**src/sprq_pkg.sv**
```systemverilog
// ----------------------------------------------------------------------------
// sprq_pkg - shared types and constants for the stable priority ready queue
// Entry layout, opcodes, status codes, sequencer states and key saturation.
// ----------------------------------------------------------------------------
package sprq_pkg;

    localparam int CAPACITY = 16;
    localparam int KEY_BITS = 16;
    localparam int IDX_W    = $clog2(CAPACITY);
    localparam int CNT_W    = $clog2(CAPACITY + 1);
    localparam int ID_W     = 8;
    localparam int SEQ_W    = 16;
    localparam int IN_KEY_W = 16;
    localparam int OCC_W    = 5;
    localparam int CFG_IDX_W  = 2;
    localparam int CFG_DATA_W = 8;

    localparam logic [CNT_W-1:0] CAP_CNT = CNT_W'(CAPACITY);

    // key limits, held at 33 bits so any KEY_BITS up to 32 fits
    localparam logic signed [32:0] KEY_MAX_W = (33'sd1 <<< (KEY_BITS - 1)) - 33'sd1;
    localparam logic signed [32:0] KEY_MIN_W = -KEY_MAX_W - 33'sd1;
    localparam logic signed [32:0] OUT_MAX_W = 33'sd32767;
    localparam logic signed [32:0] OUT_MIN_W = -33'sd32768;
    localparam logic [KEY_BITS-1:0] KEY_MIN  = {1'b1, {(KEY_BITS - 1){1'b0}}};

    // configuration register indexes
    localparam logic [CFG_IDX_W-1:0] CFG_ORDER_MODE = 2'd0;
    localparam logic [CFG_IDX_W-1:0] CFG_AGE_THR    = 2'd1;
    localparam logic [7:0]           AGE_THR_RESET  = 8'd10;

    // order modes (3 falls back to least key first)
    localparam logic [1:0] MODE_LEAST    = 2'd0;
    localparam logic [1:0] MODE_GREATEST = 2'd1;
    localparam logic [1:0] MODE_ARRIVAL  = 2'd2;

    // result status
    localparam logic [1:0] ST_OK    = 2'd0;
    localparam logic [1:0] ST_FULL  = 2'd1;
    localparam logic [1:0] ST_EMPTY = 2'd2;

    typedef enum logic [1:0] {
        OP_INSERT = 2'd0,
        OP_POP    = 2'd1,
        OP_AGE    = 2'd2,
        OP_TICK   = 2'd3
    } t_opcode;

    typedef enum logic [2:0] {
        S_IDLE,
        S_SCAN,
        S_MOVE_RD,
        S_MOVE_WR,
        S_FINISH
    } t_state;

    typedef struct packed {
        logic [ID_W-1:0]            id;
        logic signed [KEY_BITS-1:0] key;
        logic [SEQ_W-1:0]           seq;
    } t_entry;

    // input key saturated to the stored key range
    function automatic logic [KEY_BITS-1:0] sat_in_key(input logic [IN_KEY_W-1:0] k);
        logic signed [32:0] w;
        w = {{(33 - IN_KEY_W){k[IN_KEY_W-1]}}, k};
        if (w > KEY_MAX_W)      w = KEY_MAX_W;
        else if (w < KEY_MIN_W) w = KEY_MIN_W;
        return w[KEY_BITS-1:0];
    endfunction

    // stored key saturated to the 16 bit result range
    function automatic logic [IN_KEY_W-1:0] sat_out_key(input logic [KEY_BITS-1:0] k);
        logic signed [32:0] w;
        w = {{(33 - KEY_BITS){k[KEY_BITS-1]}}, k};
        if (w > OUT_MAX_W)      w = OUT_MAX_W;
        else if (w < OUT_MIN_W) w = OUT_MIN_W;
        return w[IN_KEY_W-1:0];
    endfunction

endpackage

```
**src/sprq_cmp.sv**
```systemverilog
// ----------------------------------------------------------------------------
// sprq_cmp - shared ordering comparator and saturating key decrement
// Decides whether the candidate entry leaves before the current best.
// ----------------------------------------------------------------------------
module sprq_cmp (
    input  sprq_pkg::t_entry             i_cand,
    input  sprq_pkg::t_entry             i_best,
    input  logic [1:0]                   i_mode,
    output logic                         o_first,
    output logic [sprq_pkg::KEY_BITS-1:0] o_dec_key
);

    logic key_ne;
    logic key_lt;
    logic seq_lt;

    assign key_ne = (i_cand.key != i_best.key);
    assign key_lt = ($signed(i_cand.key) < $signed(i_best.key));
    assign seq_lt = (i_cand.seq < i_best.seq);

    always_comb begin
        case (i_mode)
            sprq_pkg::MODE_GREATEST: o_first = key_ne ? !key_lt : seq_lt;
            sprq_pkg::MODE_ARRIVAL:  o_first = seq_lt;
            default:                 o_first = key_ne ? key_lt : seq_lt;
        endcase
    end

    // decrement saturates at the most negative key
    assign o_dec_key = (i_cand.key == sprq_pkg::KEY_MIN) ? i_cand.key
                                                         : i_cand.key - 1'b1;

endmodule

```
**src/stable_priority_ready_queue.sv**
```systemverilog
// ----------------------------------------------------------------------------
// stable_priority_ready_queue - stable min/max priority ready queue with aging
// Insert, pop best, age and tick over a small slot store, using one shared
// comparator/decrement unit stepped through the slots by a sequencer.
// ----------------------------------------------------------------------------
//
//  channel   direction  handshake           payload
//  -------   ---------  ------------------  ------------------------------------
//  input     in         i_valid / o_ready   i_opcode i_proc_id i_key_value i_now
//  result    out        o_valid / i_ready   o_status o_out_id o_out_key o_out_seq
//                                           o_occupancy
//  config    in         i_cfg_we            i_cfg_idx i_cfg_data
//
//  Sequence: insert and empty-queue ops go straight to the finish state; age,
//  tick and pop first scan the N held entries, and pop then moves the last
//  entry into the freed slot. The scan reads one slot per cycle through the
//  single store read port, feeding the one shared comparator.
//  Reset: synchronous, active low; clears fill count, sequence counter,
//  config and control state. Slot contents are not cleared.
//  Stalls: a finished result waits in the output register; the sequencer
//  holds in its finish state until that register is free.
//
module stable_priority_ready_queue (
    input  logic                                i_clk,
    input  logic                                i_rst_n,
    // input channel
    input  logic                                i_valid,
    output logic                                o_ready,
    input  logic [1:0]                          i_opcode,
    input  logic [sprq_pkg::ID_W-1:0]           i_proc_id,
    input  logic signed [sprq_pkg::IN_KEY_W-1:0] i_key_value,
    input  logic [sprq_pkg::SEQ_W-1:0]          i_now,
    // result channel
    output logic                                o_valid,
    input  logic                                i_ready,
    output logic [1:0]                          o_status,
    output logic [sprq_pkg::ID_W-1:0]           o_out_id,
    output logic signed [sprq_pkg::IN_KEY_W-1:0] o_out_key,
    output logic [sprq_pkg::SEQ_W-1:0]          o_out_seq,
    output logic [sprq_pkg::OCC_W-1:0]          o_occupancy,
    // configuration
    input  logic                                i_cfg_we,
    input  logic [sprq_pkg::CFG_IDX_W-1:0]      i_cfg_idx,
    input  logic [sprq_pkg::CFG_DATA_W-1:0]     i_cfg_data
);

    localparam int IDX_W = sprq_pkg::IDX_W;
    localparam int CNT_W = sprq_pkg::CNT_W;

    // ---------------------------------------------------------------- state
    sprq_pkg::t_state  r_state, n_state;

    logic [1:0]        r_order_mode;
    logic [7:0]        r_age_thr;

    logic [CNT_W-1:0]  r_fill;
    logic [sprq_pkg::SEQ_W-1:0] r_next_seq;

    // latched operation
    sprq_pkg::t_opcode r_op;
    logic [sprq_pkg::ID_W-1:0]     r_pid;
    logic [sprq_pkg::KEY_BITS-1:0] r_kin;
    logic [sprq_pkg::SEQ_W-1:0]    r_limit;
    logic              r_age_en;
    logic [1:0]        r_status;

    // scan control: issue counter and one read in flight
    logic [CNT_W-1:0]  r_cnt;
    logic              r_pend;
    logic [IDX_W-1:0]  r_pidx;

    // best-so-far for pop
    sprq_pkg::t_entry  r_best;
    logic [IDX_W-1:0]  r_best_idx;

    // slot store, one write and one registered read port
    sprq_pkg::t_entry  r_mem [sprq_pkg::CAPACITY];
    sprq_pkg::t_entry  r_mem_q;

    // output register
    logic              r_ovalid;
    logic [1:0]        r_ostatus;
    logic [sprq_pkg::ID_W-1:0]     r_oid;
    logic [sprq_pkg::IN_KEY_W-1:0] r_okey;
    logic [sprq_pkg::SEQ_W-1:0]    r_oseq;
    logic [sprq_pkg::OCC_W-1:0]    r_oocc;

    // ---------------------------------------------------------------- comb
    logic              in_fire;
    logic              out_free;
    logic              scan_done;
    logic              mem_we;
    logic [IDX_W-1:0]  mem_wa;
    sprq_pkg::t_entry  mem_wd;
    logic [IDX_W-1:0]  mem_ra;
    logic              cmp_first;
    logic [sprq_pkg::KEY_BITS-1:0] cmp_dec_key;
    logic              age_hit;
    logic [CNT_W-1:0]  last_cnt;
    logic [CNT_W-1:0]  fill_after;

    assign in_fire   = i_valid && o_ready;
    assign out_free  = !r_ovalid || i_ready;
    assign scan_done = (r_cnt == r_fill) && !r_pend;
    assign last_cnt  = r_fill - 1'b1;
    assign age_hit   = (r_op == sprq_pkg::OP_TICK) ||
                       (r_age_en && (r_mem_q.seq < r_limit));

    sprq_cmp u_cmp (
        .i_cand    (r_mem_q),
        .i_best    (r_best),
        .i_mode    (r_order_mode),
        .o_first   (cmp_first),
        .o_dec_key (cmp_dec_key)
    );

    // next state
    always_comb begin
        n_state = r_state;
        unique case (r_state)
            sprq_pkg::S_IDLE: begin
                if (i_valid) begin
                    if (sprq_pkg::t_opcode'(i_opcode) == sprq_pkg::OP_INSERT || r_fill == '0)
                        n_state = sprq_pkg::S_FINISH;
                    else
                        n_state = sprq_pkg::S_SCAN;
                end
            end
            sprq_pkg::S_SCAN: begin
                if (scan_done)
                    n_state = (r_op == sprq_pkg::OP_POP) ? sprq_pkg::S_MOVE_RD
                                                         : sprq_pkg::S_FINISH;
            end
            sprq_pkg::S_MOVE_RD: n_state = sprq_pkg::S_MOVE_WR;
            sprq_pkg::S_MOVE_WR: n_state = sprq_pkg::S_FINISH;
            sprq_pkg::S_FINISH: begin
                if (out_free)
                    n_state = sprq_pkg::S_IDLE;
            end
            default: n_state = sprq_pkg::S_IDLE;
        endcase
    end

    // sequencer outputs: handshake and store port control
    always_comb begin
        o_ready = 1'b0;
        mem_we  = 1'b0;
        mem_wa  = r_pidx;
        mem_wd  = r_mem_q;
        mem_ra  = r_cnt[IDX_W-1:0];
        unique case (r_state)
            sprq_pkg::S_IDLE: o_ready = 1'b1;
            sprq_pkg::S_SCAN: begin
                // age/tick write back the slot read in the previous cycle
                if (r_pend && r_op != sprq_pkg::OP_POP && age_hit) begin
                    mem_we     = 1'b1;
                    mem_wd.key = cmp_dec_key;
                end
            end
            sprq_pkg::S_MOVE_RD: mem_ra = last_cnt[IDX_W-1:0];
            sprq_pkg::S_MOVE_WR: begin
                // last entry fills the hole left by the popped one
                mem_we = 1'b1;
                mem_wa = r_best_idx;
            end
            sprq_pkg::S_FINISH: begin
                if (out_free && r_op == sprq_pkg::OP_INSERT && r_status == sprq_pkg::ST_OK) begin
                    mem_we = 1'b1;
                    mem_wa = r_fill[IDX_W-1:0];
                    mem_wd = '{id: r_pid, key: r_kin, seq: r_next_seq};
                end
            end
            default: ;
        endcase
    end

    assign fill_after = (r_op == sprq_pkg::OP_INSERT && r_status == sprq_pkg::ST_OK)
                        ? r_fill + 1'b1 : r_fill;

    // ---------------------------------------------------------------- store
    always_ff @(posedge i_clk) begin
        if (mem_we)
            r_mem[mem_wa] <= mem_wd;
        r_mem_q <= r_mem[mem_ra];
    end

    // ---------------------------------------------------------------- control
    always_ff @(posedge i_clk) begin
        if (!i_rst_n) begin
            r_state      <= sprq_pkg::S_IDLE;
            r_order_mode <= sprq_pkg::MODE_LEAST;
            r_age_thr    <= sprq_pkg::AGE_THR_RESET;
            r_fill       <= '0;
            r_next_seq   <= '0;
            r_cnt        <= '0;
            r_pend       <= 1'b0;
            r_ovalid     <= 1'b0;
        end else begin
            r_state <= n_state;

            if (i_cfg_we) begin
                case (i_cfg_idx)
                    sprq_pkg::CFG_ORDER_MODE: r_order_mode <= i_cfg_data[1:0];
                    sprq_pkg::CFG_AGE_THR:    r_age_thr    <= i_cfg_data;
                    default: ;
                endcase
            end

            if (in_fire) begin
                r_cnt  <= '0;
                r_pend <= 1'b0;
            end else if (r_state == sprq_pkg::S_SCAN) begin
                r_pend <= (r_cnt < r_fill);
                if (r_cnt < r_fill)
                    r_cnt <= r_cnt + 1'b1;
            end

            if (r_state == sprq_pkg::S_MOVE_WR)
                r_fill <= r_fill - 1'b1;

            if (r_state == sprq_pkg::S_FINISH && out_free) begin
                r_ovalid <= 1'b1;
                r_fill   <= fill_after;
                if (r_op == sprq_pkg::OP_INSERT && r_status == sprq_pkg::ST_OK)
                    r_next_seq <= r_next_seq + 1'b1;
            end else if (i_ready) begin
                r_ovalid <= 1'b0;
            end
        end
    end

    // ---------------------------------------------------------------- payload
    always_ff @(posedge i_clk) begin
        if (in_fire) begin
            r_op     <= sprq_pkg::t_opcode'(i_opcode);
            r_pid    <= i_proc_id;
            r_kin    <= sprq_pkg::sat_in_key(i_key_value);
            r_age_en <= ({8'd0, r_age_thr} <= i_now);
            r_limit  <= i_now - {8'd0, r_age_thr};
            if (sprq_pkg::t_opcode'(i_opcode) == sprq_pkg::OP_INSERT && r_fill >= sprq_pkg::CAP_CNT)
                r_status <= sprq_pkg::ST_FULL;
            else if (sprq_pkg::t_opcode'(i_opcode) == sprq_pkg::OP_POP && r_fill == '0)
                r_status <= sprq_pkg::ST_EMPTY;
            else
                r_status <= sprq_pkg::ST_OK;
        end

        if (r_state == sprq_pkg::S_SCAN)
            r_pidx <= r_cnt[IDX_W-1:0];

        // first slot seeds the best; later slots replace it only when strictly ahead
        if (r_state == sprq_pkg::S_SCAN && r_pend && r_op == sprq_pkg::OP_POP) begin
            if (r_pidx == '0 || cmp_first) begin
                r_best     <= r_mem_q;
                r_best_idx <= r_pidx;
            end
        end

        if (r_state == sprq_pkg::S_FINISH && out_free) begin
            r_ostatus <= r_status;
            r_oocc    <= sprq_pkg::OCC_W'(fill_after);
            r_oid     <= '0;
            r_okey    <= '0;
            r_oseq    <= '0;
            if (r_status == sprq_pkg::ST_OK) begin
                if (r_op == sprq_pkg::OP_INSERT) begin
                    r_oseq <= r_next_seq;
                end else if (r_op == sprq_pkg::OP_POP) begin
                    r_oid  <= r_best.id;
                    r_okey <= sprq_pkg::sat_out_key(r_best.key);
                    r_oseq <= r_best.seq;
                end
            end
        end
    end

    assign o_valid     = r_ovalid;
    assign o_status    = r_ostatus;
    assign o_out_id    = r_oid;
    assign o_out_key   = r_okey;
    assign o_out_seq   = r_oseq;
    assign o_occupancy = r_oocc;

    // ---------------------------------------------------------------- checks
    a_fill_cap: assert property (@(posedge i_clk) disable iff (!i_rst_n)
        r_fill <= sprq_pkg::CAP_CNT)
        else $error("fill count beyond capacity");

    a_scan_bound: assert property (@(posedge i_clk) disable iff (!i_rst_n)
        (r_state == sprq_pkg::S_SCAN) |-> (r_cnt <= r_fill))
        else $error("scan ran past the held entries");

    a_no_idle_write: assert property (@(posedge i_clk) disable iff (!i_rst_n)
        mem_we |-> (r_state != sprq_pkg::S_IDLE))
        else $error("slot store written while idle");

    a_pop_shrinks: assert property (@(posedge i_clk) disable iff (!i_rst_n)
        (r_state == sprq_pkg::S_MOVE_WR) |=> (r_fill == $past(r_fill) - 1'b1))
        else $error("pop did not remove one entry");

endmodule

```
**config.mk**
```make
export PLATFORM = sky130hd
export DESIGN_NAME = stable_priority_ready_queue
export DESIGN_NICKNAME = d
export VERILOG_FILES = /design/src/sprq_pkg.sv /design/src/sprq_cmp.sv /design/src/stable_priority_ready_queue.sv
export SDC_FILE = /design/constraint.sdc
export NUM_CORES = 1
export LEC_CHECK = 0
export ABC_AREA = 1
export BUFFER_PORTS_ARGS = -buffer_cell sky130_fd_sc_hd__buf_4
export CORE_MARGIN = 3
export CORE_UTILIZATION = 45
export DETAILED_ROUTE_END_ITERATION = 16
export GPL_TIMING_DRIVEN = 0
export SKIP_CTS_REPAIR_TIMING = 1
export SYNTH_ARGS = -nofsm -noshare
export SYNTH_HDL_FRONTEND = slang
export SYNTH_SLANG_ARGS = --single-unit
```
**constraint.sdc**
```tcl
create_clock -name i_clk -period 5 [get_ports i_clk]
set_input_delay 0 -clock i_clk [delete_from_list [all_inputs] [get_ports i_clk]]
set_output_delay 0 -clock i_clk [all_outputs]
set_load 0.01 [all_outputs]
```
==> impl_metrics.py <==
metrics = {
    "sta": {
        "worst_pin_slew_ps": 1290,
        "hold_ws_ps": 64.9,
        "post-route-min-period_ps": 4250,
        "fmax_mhz": 235,
        "rsz0062_at_grt": "no",
        "finalHoldViolations": 0,
        "fin_crit_sh_pct": 85.1,
        "relSlewSlack_pct": 14.1,
        "setup_violations": 0,
        "drv_slew": 0,
        "fin_skew_ps": 24.8,
    },
    "power_and_ir_drop": {
        "pwr-share-seq_pct": 46.2,
        "switchingPower_uw": 5990,
        "vdd_ir_drop_max_v": 0.000289,
        "swShare_pct": 29.8,
        "powerDensity_nw_per_um2": 478,
        "clkPwrFrac_pct": 34.1,
        "comb_power_share_pct": 19.7,
        "power.internal_uw": 14100,
        "p_leak_uw": 0.0149,
    },
    "clock_tree": {
        "cts-root-buf": "clkbuf_16",
        "clk_latency_ps": 660,
        "cts.sinks": 861,
        "clockBufferDepth": 3,
        "cts.clk_slew.worst_paths_ps": 60,
        "numCtsBuffers": 89,
        "cts_tree": "yes",
        "htreeDepth": 3,
    },
    "global_routing": {
        "antenna_found_initial": 1,
        "track_usage_pct": 26.3,
        "grt_pass1_vias": 24600,
        "overflow": 0,
        "grt_pass1_wl_um": 158000,
        "grt_max_degree": 27,
    },
    "die": {
        "dieArea_um2": 81900,
        "die_y_um": 286,
        "fp.coreArea_um2": 77600,
        "die_width_um": 286,
        "io_pins": 106,
        "initial_core_util_pct": 45.5,
        "std_cell_rows": 102,
    },
    "setup_path": {
        "critPathCaptureType": "flip-flop",
        "startpoint_type": "flip-flop",
        "r2r-start": "r_mem_q[5]",
        "required_ps": 5330,
        "arrival_ps": 4590,
        "r2r_cells": 13,
        "critPathKind": "reg2reg",
        "r2r-end": "r_mem[15][22]",
        "crit_start": "r_mem_q[5]",
        "r2r_slack_ps": 750,
        "worst-path-max-fanout": 16,
    },
    "final_layout": {
        "num-nets-final": 3276,
        "fin_cells": 4269,
        "antennaDiodeCount": 0,
        "layout_common_cells": "780 x edfxtp_1, 414 x nor2_1, 271 x o21ai_0",
        "fill_cells": 6425,
        "drive_gt1_share_pct": 13.3,
        "layout_commonest_cell": "edfxtp_1",
        "area_delta_synth_final_pct": 19.2,
    },
    "status": {
        "status": "completed",
    },
    "placed_design": {
        "port-buffer-count": 89,
        "placed_cells": 4032,
        "hpwl_um": 73300,
        "gp_congestion": 0.861,
    },
    "yosys": {
        "syn_area_um2": 35300,
        "ys_ff_latch": 861,
        "synthDistinctLibCells": 55,
        "synth-seq-area-share_pct": 70.9,
        "syn-num-nets": 2979,
        "ys.warnings.count": 0,
        "syn-instance-count": 2855,
        "syn_avg_cell_area_um2": 12.4,
    },
    "worst_hold_path": {
        "worstHoldPathCells": 2,
        "hold_end": "r_kin[13]",
        "hold_class": "in2reg",
        "hp-start": "i_key_value[13]",
    },
    "drt": {
        "dr.pass1.iters": 7,
        "dr_total_vias": 25300,
        "route.detailed.drc": 0,
        "wl_per_cell_um": 25.7,
        "ant_nets": 0,
        "routed_wl_um": 110000,
        "viasPerCell": 5.93,
        "drtIter0Drc": 3287,
    },
    "run": {
        "cap_violations": 0,
    },
}
power groups by stage:
stage	Combinational [uW]	Sequential [uW]	Clock, uW
floorplan	2090	9400	0
global placement	3570	9480	0
detailed placement	3840	9450	0
CTS	3850	9300	6920
global route	4290	9350	7190
finish	3970	9310	6860
cell usage after synthesis (all sizes together):
library cell / n / share of area, %
a211oi: 5 / 0.12
a21boi: 1 / 0.021
a21o: 1 / 0.021
a21oi: 73 / 1.0
a221oi: 1 / 0.025
a22oi: 16 / 0.34
a31oi: 3 / 0.053
and2: 1 / 0.018
and3: 1 / 0.018
buf: 95 / 1.4
clkbuf: 76 / 0.83
clkinv: 2 / 0.025
dfxtp: 81 / 4.6
edfxtp: 780 / 66
fa: 1 / 0.057
ha: 66 / 2.3
inv: 185 / 2.0
nand2: 265 / 2.9
nand3: 105 / 1.5
nand3b: 1 / 0.021
nand4: 12 / 0.23
nor2: 423 / 4.6
nor3: 18 / 0.29
nor3b: 4 / 0.085
nor4: 4 / 0.071
o211ai: 47 / 1.0
o21a: 2 / 0.042
o21ai: 382 / 5.5
o21bai: 1 / 0.021
o221ai: 118 / 2.9
o22ai: 57 / 1.0
or2: 4 / 0.071
xnor2: 4 / 0.099
xor2: 20 / 0.50
kinds of logic (layout without fill, tap and decap cells):
kind of cell               after synthesis  in the layout  share of synthesized area [%]
and+or+nand+nor                        838            838                           9.81
adders and majority gates               67             67                           2.39
DFF                                    861            861                           70.9
AOI/OAI and AO/OA                      707            707                           12.1
buffers and inverters                  358            732                           4.20
xor gates and xnor gates                24             24                          0.595
layer usage:
| metal | GRT usage (%) | part of all wire, % |
|---|---|---|
| met1 | 35.5 | 39 |
| met2 | 41.5 | 46 |
| met3 | 5.97 | 11 |
| met4 | 10.4 | 4.0 |
| met5 | 0 | 0.0082 |
how the worst max path moves through the flow:
stage	cells past startpoint	to	slack, ps
floorplan	11	r_mem[3][0]	370
global placement	11	r_mem[15][10]	-3640
detailed placement	13	r_mem[15][39]	750
CTS	14	r_mem[15][39]	730
global route	14	r_mem[15][39]	470
finish	13	r_mem[15][22]	750
state kept, by name, summed over array words and instances, names as in the netlist, 8 cells and up:
name / flops
r_mem: 640
r_best: 40
r_mem_q: 40
o_out_key: 16
o_out_seq: 16
r_kin: 16
r_limit: 16
r_next_seq: 16
o_out_id: 8
r_age_thr: 8
r_pid: 8
metrics by stage:
| stage | setup WS (ps) | area (um2) | total power (uW) | setup TNS (ps) | utilization [%] |
|---|---|---|---|---|---|
| after global placement | -3640 | 37300 | 13000 | -2180860 | 48.1 |
| after detailed placement | 752 | 38400 | 13300 | 0 | 49.5 |
| after CTS | 731 | 41400 | 20100 | 0 | 53.4 |
| after global routing | 474 | 42100 | 20800 | 0 | 54.3 |
| final | 747 | 42100 | 20100 | 0 | 54.3 |
| after floorplan | 367 | 35300 | 11500 | 0 | - |
critical path, stage by stage, from the launching register on:
cell and delay [ps]:
dfxtp_1 420, ha_1 280, a21oi_1 130, nor2_1 60
a211oi_1 160, nand2_1 100, nand2_1 80, nand3_1 90
nand2_1 210, nand3_1 530, clkbuf_1 630, a21oi_4 720
buf_12 270, buf_12 210
cell type report:
type	instances	area, um2	area share, %
repair buffers	206	2250	5.35
multi-input cells	1636	9010	21.4
inverters	187	703	1.67
clock buffers	118	2470	5.86
clock inverters	50	556	1.32
plain buffers	171	782	1.86
flip-flops and latches	861	25000	59.5
well taps	1040	1300	3.09
Power figures use the tool's default switching activity.
